File: src/design/pi_position_controller_assert.svh
// ----------------------------------------------------------------------------
// pi_position_controller_assert.svh
// Assertion macros shared by the position controller RTL.
// ----------------------------------------------------------------------------
`ifndef PI_POSITION_CONTROLLER_ASSERT_SVH
`define PI_POSITION_CONTROLLER_ASSERT_SVH

// Check a condition at every clock edge out of reset.
`define PIPC_ASSERT_ALWAYS(lbl, cond, msg) \
    lbl: assert property (@(posedge i_clk) disable iff (!i_rst_n) (cond)) \
        else $error(msg);

// Check a consequent in the cycle after an antecedent.
`define PIPC_ASSERT_NEXT(lbl, ante, cons, msg) \
    lbl: assert property (@(posedge i_clk) disable iff (!i_rst_n) (ante) |=> (cons)) \
        else $error(msg);

`endif

File: src/design/pipc_pkg.sv
// ----------------------------------------------------------------------------
// pipc_pkg
// Widths, register map and reset values of the PI position controller.
// ----------------------------------------------------------------------------
package pipc_pkg;

    localparam int ANGLE_W   = 10;
    localparam int ERR_W     = 11;
    localparam int MAG_W     = 10;
    localparam int TOL_W     = 10;
    localparam int GAIN_W    = 16;
    localparam int LIM_W     = 7;
    localparam int DWELL_W   = 16;
    localparam int DRIVE_W   = 8;
    localparam int PROD_W    = GAIN_W + MAG_W;
    localparam int PTERM_W   = PROD_W + 1;
    localparam int ADDR_W    = 5;
    localparam int DATA_W    = 32;

    localparam int INTEGRAL_WIDTH_DEF = 24;

    localparam logic [ANGLE_W-1:0] TARGET_RST  = 10'sd0;
    localparam logic [TOL_W-1:0]   TOL_RST     = 10'd2;
    localparam logic [GAIN_W-1:0]  KP_RST      = 16'd256;
    localparam logic [GAIN_W-1:0]  KI_RST      = 16'd77;
    localparam logic [LIM_W-1:0]   FLOOR_RST   = 7'd1;
    localparam logic [LIM_W-1:0]   CEIL_RST    = 7'd125;
    localparam logic [DWELL_W-1:0] DWELL_RST   = 16'd40;

    typedef enum logic [2:0] {
        REG_TARGET  = 3'd0,
        REG_TOL     = 3'd1,
        REG_KP      = 3'd2,
        REG_KI      = 3'd3,
        REG_FLOOR   = 3'd4,
        REG_CEIL    = 3'd5,
        REG_DWELL   = 3'd6
    } t_reg_idx;

endpackage

File: src/design/pi_position_controller.sv
// ----------------------------------------------------------------------------
// pi_position_controller
// PI position controller with conditional integration, dwell-based settle
// detection and sign-dependent drive clamping.
// ----------------------------------------------------------------------------
//  channel   | direction | handshake                     | payload
//  ----------+-----------+-------------------------------+--------------------------
//  in        | in        | i_in_valid / o_in_stall       | i_measured_angle, i_restart
//  out       | out       | o_out_valid / i_out_stall     | o_drive, o_error_out, o_settled
//  cfg (APB) | in        | psel, penable, pwrite, pready | paddr, pwdata, prdata
//
//  One beat per cycle sustained while the output is not stalled; a result passes
//  the input, error, state, integral-product and output registers in turn.
//  The integral, dwell and settle state update together in the state stage.
//  Synchronous active-low reset clears valid bits and state and reloads config defaults.
//  A stalled output holds its beat; bubbles in the pipe still close up.
// ----------------------------------------------------------------------------
`include "pi_position_controller_assert.svh"

module pi_position_controller #(
    parameter int INTEGRAL_WIDTH = pipc_pkg::INTEGRAL_WIDTH_DEF
) (
    input  logic                                i_clk,
    input  logic                                i_rst_n,
    input  logic                                i_in_valid,
    output logic                                o_in_stall,
    input  logic signed [pipc_pkg::ANGLE_W-1:0] i_measured_angle,
    input  logic                                i_restart,
    output logic                                o_out_valid,
    input  logic                                i_out_stall,
    output logic signed [pipc_pkg::DRIVE_W-1:0] o_drive,
    output logic signed [pipc_pkg::ERR_W-1:0]   o_error_out,
    output logic                                o_settled,
    input  logic                                psel,
    input  logic                                penable,
    input  logic                                pwrite,
    input  logic        [pipc_pkg::ADDR_W-1:0]  paddr,
    input  logic        [pipc_pkg::DATA_W-1:0]  pwdata,
    output logic        [pipc_pkg::DATA_W-1:0]  prdata,
    output logic                                pready
);
    import pipc_pkg::*;

    localparam int IW      = INTEGRAL_WIDTH;
    localparam int IPROD_W = GAIN_W + 1 + IW;
    localparam int SUM_W   = IPROD_W + 1;

    localparam logic signed [IW-1:0] IMAX = {1'b0, {(IW-1){1'b1}}};
    localparam logic signed [IW-1:0] IMIN = {1'b1, {(IW-1){1'b0}}};

    // configuration registers
    logic signed [ANGLE_W-1:0] r_target;
    logic [TOL_W-1:0]          r_tol;
    logic [GAIN_W-1:0]         r_kp;
    logic [GAIN_W-1:0]         r_ki;
    logic [LIM_W-1:0]          r_floor;
    logic [LIM_W-1:0]          r_ceil;
    logic [DWELL_W-1:0]        r_dwell_req;

    // controller state
    logic signed [IW-1:0]      r_integ;
    logic [DWELL_W-1:0]        r_dwell;
    logic                      r_settled;

    // pipeline valids
    logic r_v1, r_v2, r_v3, r_v4, r_ov;

    // pipeline payload
    logic signed [ANGLE_W-1:0] r_s1_meas;
    logic                      r_s1_restart;
    logic signed [ERR_W-1:0]   r_s2_err;
    logic [MAG_W-1:0]          r_s2_mag;
    logic [PROD_W-1:0]         r_s2_prod;
    logic                      r_s2_restart;
    logic signed [ERR_W-1:0]   r_s3_err;
    logic signed [PTERM_W-1:0] r_s3_pterm;
    logic signed [IW-1:0]      r_s3_integ;
    logic                      r_s3_active;
    logic                      r_s3_settled;
    logic signed [ERR_W-1:0]   r_s4_err;
    logic signed [PTERM_W-1:0] r_s4_pterm;
    logic signed [IPROD_W-1:0] r_s4_iprod;
    logic                      r_s4_active;
    logic                      r_s4_settled;
    logic signed [DRIVE_W-1:0] r_out_drive;
    logic signed [ERR_W-1:0]   r_out_err;
    logic                      r_out_settled;

    // handshake
    logic out_free, load_out, free4, load4, free3, load3, free2, load2, free1;
    logic cfg_wr;

    assign out_free   = !r_ov || !i_out_stall;
    assign load_out   = r_v4 && out_free;
    assign free4      = !r_v4 || load_out;
    assign load4      = r_v3 && free4;
    assign free3      = !r_v3 || load4;
    assign load3      = r_v2 && free3;
    assign free2      = !r_v2 || load3;
    assign load2      = r_v1 && free2;
    assign free1      = !r_v1 || load2;
    assign o_in_stall = !free1;
    assign cfg_wr     = psel && penable && pwrite && pready;
    assign pready     = 1'b1;

    // stage 1 -> 2: error and gain-scaled magnitude
    logic signed [ERR_W-1:0] n_err;
    logic [ERR_W-1:0]        n_abs;
    logic [MAG_W-1:0]        n_mag;
    logic [PROD_W-1:0]       n_prod;

    always_comb begin
        n_err  = {r_target[ANGLE_W-1], r_target} - {r_s1_meas[ANGLE_W-1], r_s1_meas};
        n_abs  = n_err[ERR_W-1] ? ERR_W'(-n_err) : n_err;
        n_mag  = n_abs[MAG_W-1:0];
        n_prod = PROD_W'(r_kp) * PROD_W'(n_mag);
    end

    // stage 2 -> 3: window, state update
    logic                      n_window;
    logic signed [PTERM_W-1:0] n_pterm;
    logic signed [IW-1:0]      n_integ0, n_integ1;
    logic signed [IW:0]        n_isum;
    logic [DWELL_W-1:0]        n_dwell0, n_dwell1;
    logic                      n_settled0, n_settled1, n_active;

    always_comb begin
        n_window   = r_s2_prod < PROD_W'({r_ceil, 8'h00});
        n_pterm    = r_s2_err[ERR_W-1] ? -$signed({1'b0, r_s2_prod})
                                       : $signed({1'b0, r_s2_prod});
        n_integ0   = r_s2_restart ? '0 : r_integ;
        n_dwell0   = r_s2_restart ? '0 : r_dwell;
        n_settled0 = r_s2_restart ? 1'b0 : r_settled;
        n_active   = !n_settled0;
        n_isum     = {n_integ0[IW-1], n_integ0}
                   + {{(IW+1-ERR_W){r_s2_err[ERR_W-1]}}, r_s2_err};
        n_integ1   = n_integ0;
        n_dwell1   = n_dwell0;
        n_settled1 = n_settled0;
        if (n_active) begin
            if (n_window) begin
                if (n_isum[IW] != n_isum[IW-1]) begin
                    n_integ1 = n_isum[IW] ? IMIN : IMAX;
                end else begin
                    n_integ1 = n_isum[IW-1:0];
                end
            end
            if ((r_s2_mag < r_tol) && (n_dwell0 != '1)) begin
                n_dwell1 = n_dwell0 + DWELL_W'(1);
            end
            n_settled1 = (r_s2_mag <= r_tol) && (n_dwell1 >= r_dwell_req);
        end
    end

    // stage 3 -> 4: integral term
    logic signed [GAIN_W:0]    n_ki_s;
    logic signed [IPROD_W-1:0] n_iprod;

    always_comb begin
        n_ki_s  = {1'b0, r_ki};
        n_iprod = IPROD_W'(n_ki_s) * IPROD_W'(r_s3_integ);
    end

    // stage 4 -> out: sum, scale toward zero, clamp, zero drive while settled
    logic signed [SUM_W-1:0] n_sum, n_biased, n_raw, n_lo, n_hi, n_clip;
    logic signed [LIM_W+1:0] n_lo9, n_hi9;
    logic signed [DRIVE_W-1:0] n_drive;

    always_comb begin
        n_sum    = {{(SUM_W-PTERM_W){r_s4_pterm[PTERM_W-1]}}, r_s4_pterm}
                 + {r_s4_iprod[IPROD_W-1], r_s4_iprod};
        n_biased = n_sum + (n_sum[SUM_W-1] ? SUM_W'(255) : SUM_W'(0));
        n_raw    = n_biased >>> 8;
        if (r_s4_err > 0) begin
            n_lo9 = {2'b00, r_floor};
            n_hi9 = {2'b00, r_ceil};
        end else if (r_s4_err < 0) begin
            n_lo9 = -$signed({2'b00, r_ceil});
            n_hi9 = -$signed({2'b00, r_floor});
        end else begin
            n_lo9 = -9'sd128;
            n_hi9 = 9'sd127;
        end
        n_lo   = {{(SUM_W-LIM_W-2){n_lo9[LIM_W+1]}}, n_lo9};
        n_hi   = {{(SUM_W-LIM_W-2){n_hi9[LIM_W+1]}}, n_hi9};
        n_clip = n_raw;
        if (n_clip < n_lo) begin
            n_clip = n_lo;
        end
        if (n_clip > n_hi) begin
            n_clip = n_hi;
        end
        n_drive = r_s4_active ? n_clip[DRIVE_W-1:0] : '0;
    end

    // control, state and configuration
    always_ff @(posedge i_clk) begin
        if (!i_rst_n) begin
            r_v1        <= 1'b0;
            r_v2        <= 1'b0;
            r_v3        <= 1'b0;
            r_v4        <= 1'b0;
            r_ov        <= 1'b0;
            r_integ     <= '0;
            r_dwell     <= '0;
            r_settled   <= 1'b0;
            r_target    <= TARGET_RST;
            r_tol       <= TOL_RST;
            r_kp        <= KP_RST;
            r_ki        <= KI_RST;
            r_floor     <= FLOOR_RST;
            r_ceil      <= CEIL_RST;
            r_dwell_req <= DWELL_RST;
        end else begin
            if (free1)    r_v1 <= i_in_valid;
            if (free2)    r_v2 <= r_v1;
            if (free3)    r_v3 <= r_v2;
            if (free4)    r_v4 <= r_v3;
            if (out_free) r_ov <= r_v4;
            if (load3) begin
                r_integ   <= n_integ1;
                r_dwell   <= n_dwell1;
                r_settled <= n_settled1;
            end
            if (cfg_wr) begin
                unique case (paddr[ADDR_W-1:2])
                    REG_TARGET: r_target    <= pwdata[ANGLE_W-1:0];
                    REG_TOL:    r_tol       <= pwdata[TOL_W-1:0];
                    REG_KP:     r_kp        <= pwdata[GAIN_W-1:0];
                    REG_KI:     r_ki        <= pwdata[GAIN_W-1:0];
                    REG_FLOOR:  r_floor     <= pwdata[LIM_W-1:0];
                    REG_CEIL:   r_ceil      <= pwdata[LIM_W-1:0];
                    REG_DWELL:  r_dwell_req <= pwdata[DWELL_W-1:0];
                    default: ;
                endcase
            end
        end
    end

    // payload
    always_ff @(posedge i_clk) begin
        if (free1 && i_in_valid) begin
            r_s1_meas    <= i_measured_angle;
            r_s1_restart <= i_restart;
        end
        if (load2) begin
            r_s2_err     <= n_err;
            r_s2_mag     <= n_mag;
            r_s2_prod    <= n_prod;
            r_s2_restart <= r_s1_restart;
        end
        if (load3) begin
            r_s3_err     <= r_s2_err;
            r_s3_pterm   <= n_pterm;
            r_s3_integ   <= n_integ1;
            r_s3_active  <= n_active;
            r_s3_settled <= n_settled1;
        end
        if (load4) begin
            r_s4_err     <= r_s3_err;
            r_s4_pterm   <= r_s3_pterm;
            r_s4_iprod   <= n_iprod;
            r_s4_active  <= r_s3_active;
            r_s4_settled <= r_s3_settled;
        end
        if (load_out) begin
            r_out_drive   <= n_drive;
            r_out_err     <= r_s4_err;
            r_out_settled <= r_s4_settled;
        end
    end

    // register readback
    always_comb begin
        unique case (paddr[ADDR_W-1:2])
            REG_TARGET: prdata = DATA_W'(r_target);
            REG_TOL:    prdata = DATA_W'(r_tol);
            REG_KP:     prdata = DATA_W'(r_kp);
            REG_KI:     prdata = DATA_W'(r_ki);
            REG_FLOOR:  prdata = DATA_W'(r_floor);
            REG_CEIL:   prdata = DATA_W'(r_ceil);
            REG_DWELL:  prdata = DATA_W'(r_dwell_req);
            default:    prdata = '0;
        endcase
    end

    assign o_out_valid = r_ov;
    assign o_drive     = r_out_drive;
    assign o_error_out = r_out_err;
    assign o_settled   = r_out_settled;

    `PIPC_ASSERT_NEXT(a_dwell_monotonic, !(load3 && r_s2_restart),
        r_dwell >= $past(r_dwell), "dwell count dropped without restart")
    `PIPC_ASSERT_NEXT(a_state_frozen, r_settled && !(load3 && r_s2_restart),
        $stable(r_integ) && $stable(r_dwell) && r_settled, "state moved while settled")
    `PIPC_ASSERT_ALWAYS(a_settle_dwell, !$rose(r_settled) || (r_dwell >= r_dwell_req),
        "settled without enough dwell")
    `PIPC_ASSERT_NEXT(a_settled_zero_drive, load_out && !r_s4_active,
        (o_drive == '0) && o_settled, "drive not zero for settled beat")

endmodule
File: config.mk
export PLATFORM = sky130hd
export DESIGN_NAME = pi_position_controller
export DESIGN_NICKNAME = d
export VERILOG_FILES = /design/src/design/pipc_pkg.sv /design/src/design/pi_position_controller.sv
export VERILOG_INCLUDE_DIRS = /design/src /design/src/design
export SDC_FILE = /design/constraint.sdc
export NUM_CORES = 2
export LEC_CHECK = 0
export BUFFER_PORTS_ARGS = -buffer_cell sky130_fd_sc_hd__buf_2
export CELL_PAD_IN_SITES_DETAIL_PLACEMENT = 1
export CELL_PAD_IN_SITES_GLOBAL_PLACEMENT = 1
export CORE_MARGIN = 2
export CORE_UTILIZATION = 46
export CTS_CLUSTER_DIAMETER = 40
export DETAILED_ROUTE_END_ITERATION = 8
export PLACE_DENSITY = 0.81
export SLEW_MARGIN = 20
export SYNTH_ARGS = -nofsm -noshare
export SYNTH_HDL_FRONTEND = slang
export SYNTH_SLANG_ARGS = --single-unit
File: constraint.sdc
create_clock -name i_clk -period 9.2 [get_ports i_clk]
set_input_delay 1.84 -clock i_clk [delete_from_list [all_inputs] [get_ports i_clk]]
set_output_delay 1.84 -clock i_clk [all_outputs]
set_load 0.05 [all_outputs]
==> metrics.md <==
| Metric | Value |
|---|---|
| Nets | about 5400 |
| Syn Area/Cell | ~9.3 um^2 |
| Layout cells sized above 1 | 0.1213 |
| Vias in the first global route | ~37000 |
| Max_cap viols | 0 |
| Initial Utilization | 0.4648 |
| Vias per cell | approximately 6 |
| Synth Flop Type | edfxtp_1 |
| CP endpoint kind | flop |
| Gr usage total | 0.2972 |
| CTS clock-pin slew for the worst setup and hold paths | ~50 ps |
| Violated checks | setup timing |
| First-pass DRT Iterations | 8 |
| CP max FO | 9 |
| Most common cell after layout, fill and taps aside | inv_1 |
| Post-Place Setup Slack | -343.2 ps |
| Final setup fails | 7 |
| # hold bufs at CTS | 0 |
| Global placer's final weighted congestion | just over 0.9 |
| Final worst slack | -114.6 ps |
| Drc violations | 0 |
| Syn nets | 5246 |
| Final Hold Vio Count | 0 |
| Largest net degree at the start of global routing | between 80 and 90 |
| Die area | between 90000 and 100000 um^2 |
| WL per Instance | roughly 24 um |
| Unique masters post-synth | between 100 and 150 |
| Worst path max stage delay | about 530 ps |
| DIE HEIGHT | between 300 and 400 um |
| Synth Instances | approximately 4400 |
| Final WL | 134.7 mm |
| CTS buffer count | 66 |
| Post-route ant nets | 0 |
| Area Growth Syn to Fin | 13.42% |
| Setup total negative slack | -729.4 ps |
| Crit path required time | between 9000 and 10000 ps |
| Worst min path class | reg2reg |
| Placed inst area | 42820 um^2 |
| Critical path type | reg2reg |
| CP max stage cell | or4_4 |
| Total gr overflow | 0 |
| Post-Place Cells | about 5600 |
| Die W | 300.3 um |
| First-pass GRT wire length | between 200 and 250 mm |
| Async SR Flop Fraction | 0 |
| Status | finished with violations |
| Final cell count without fillers | ~5700 |
| Slew Viols, Final | 0 |
| Final Total Pwr | between 7 and 8 mW |
| Worst Path Arrival | about 9700 ps |
| Post-synthesis sequential area ratio | 0.2293 |
| CTS tree | built |
| Fin crit share | 1.012 |
| Root Buffer Master | clkbuf_16 |
| EDFF count, synth | between 200 and 250 |
| Core area | between 80000 and 90000 um^2 |
| RSZ-0062 raised after global routing | true |
| PD cells | around 160 nW/um^2 |
| Commonest cells after routing, fill and taps aside | inv_1, nand2_1, fa_1 |
| Starting DRT DRC Count | 2194 |
| Skew final | about 30 ps |
| Period minus WS final | roughly 9300 ps |
| Vias | roughly 33000 |
| Synth Cell Area | around 40000 um^2 |
| Final Cell Area | 45800 um^2 |
| # rows | around 110 |
| Synth Warn # | 0 |
| Maximum VDD drop | 0.0001589 V |
| Post-DP HPWL | 102.1 mm |
| Max H-tree Level | 3 |
| Leakage | 20.44 nW |
| Clock buffer depth | 3 |
| Startpoint types | flop |
| Initial antenna violation count | 3 |
| Clk_lat worst skew | roughly 620 ps |
| FMAX | roughly 0.11 GHz |
| Flops & latches, synth | 351 |
| Pin slew with the least headroom to its limit | between 1000 and 1500 ps |
| Slew Limit Headroom | 0.2195 |
| IO Count | 110 |
| IO buf count | 90 |
| TritonCTS Sinks | 351 |
-- worst paths after layout --
| path | cells past startpoint | start | slack (ps) | endpoint |
|---|---|---|---|---|
| hold / removal | 0 | r_s3_pterm[8]$_DFFE_PP_ | 410 | r_s4_pterm[8]$_DFFE_PP_ |
| hold reg to reg | 0 | r_s3_pterm[8]$_DFFE_PP_ | 410 | r_s4_pterm[8]$_DFFE_PP_ |
| setup / recovery | 45 | r_s4_pterm[26]$_DFFE_PP_ | -110 | o_drive[5]$_SDFFCE_PN0P_ |
| setup reg to reg | 45 | r_s4_pterm[26]$_DFFE_PP_ | -110 | o_drive[5]$_SDFFCE_PN0P_ |
-- cells by family (layout without fill, tap and decap cells) --
kind of cell               after synthesis  in the layout  share of synthesized area
muxes                                   51             51                    0.01493
buffers and inverters                  811           1021                    0.07789
AOI/OAI and AO/OA                      682            682                     0.1118
adders and majority gates              834            834                     0.3494
xor gates and xnor gates               207            207                    0.04582
other                                    1              3                 0.00009286
DFF                                    351            351                     0.2293
and+or+nand+nor                       1421           1421                     0.1707
-- cell type report --
cell class | count | area, um^2
fill | 9884 | 41090
multi-input combinational | 3196 | 28650
sequential | 351 | 9259
inverter | 620 | 2328
timing repair buffer | 282 | 1958
clock buffer | 80 | 1818
tap | 1155 | 1445
clock inverter | 39 | 341.6
antenna | 2 | 5.005
-- registers in the layout, summed over array words and instances, names as in the netlist, 24 cells and up --
| register | cells |
|---|---|
| r_s4_pterm | 27 |
| r_integ | 24 |
| r_s3_integ | 24 |
| r_s3_pterm | 27 |
| r_s4_iprod | 41 |
| r_s2_prod | 26 |
-- critical path: cells and delay by family, from the launching register on --
| family | cells | cell delay (ps) |
|---|---|---|
| xor+xnor | 2 | 460 |
| simple gates | 10 | 1980 |
| fa+ha+maj | 4 | 1030 |
| flops | 1 | 510 |
| compound gates | 23 | 3880 |
| buf+inv | 5 | 920 |
| mux | 1 | 260 |
-- metrics by stage --
step | hold WS [ps] | util
after floorplan | 400.3 | -
after global placement | 400.6 | 0.4927
after detailed placement | 406.3 | 0.4928
after CTS | 404.1 | 0.5193
after global routing | 421.0 | 0.5271
final | 408.0 | 0.5271
-- power breakdown --
part           total, mW  internal (mW)  switching [mW]
logic               2.90           1.15            1.74
clock network       2.37           1.44           0.928
registers           1.88           1.82          0.0659
-- Yosys cell counts, types with 20 or more instances --
cell type  instances  area share
o21ai_0          112       0.014
a21oi_1          210       0.026
o211ai_1          23      0.0043
nand3_1           73      0.0090
nor2_1           213       0.020
nor2b_1          123       0.019
nand4_1           31      0.0048
mux2i_1           31      0.0077
and3_1            27      0.0042
o31ai_1           27      0.0050
a21o_1            73       0.014
xor2_1            59       0.013
nand2b_1          41      0.0064
or3_1             20      0.0031
dfxtp_1          128       0.063
edfxtp_1         223        0.17
ha_1             343        0.11
and2_1           188       0.029
fa_1             490        0.24
nor3_1            50      0.0062
clkbuf_1         154       0.014
xnor2_1          146       0.032
inv_1            619       0.058
o21a_1            38      0.0071
nand2_1          578       0.054
a221o_1           20      0.0050
a31oi_1           29      0.0045
-- repair_timing --
| item | in CTS | in global routing |
|---|---|---|
| resized for setup | 20 | 85 |
| pin swaps | 7 | 54 |
| cloned | 1 | 1 |
| setup endpoints to repair | 8 | 9 |
| setup buffers | 5 | 17 |
-- routing by layer --
| layer | up-vias | share of wire | global-route usage |
|---|---|---|---|
| met1 | 17140 | 0.38 | 0.3542 |
| met5 | - | 0 | 0 |
| met2 | 1307 | 0.50 | 0.5164 |
| met3 | 397 | 0.066 | 0.05145 |
| li1 | 14655 | - | - |
| met4 | 0 | 0.055 | 0.1487 |
Power figures use the tool's default switching activity.
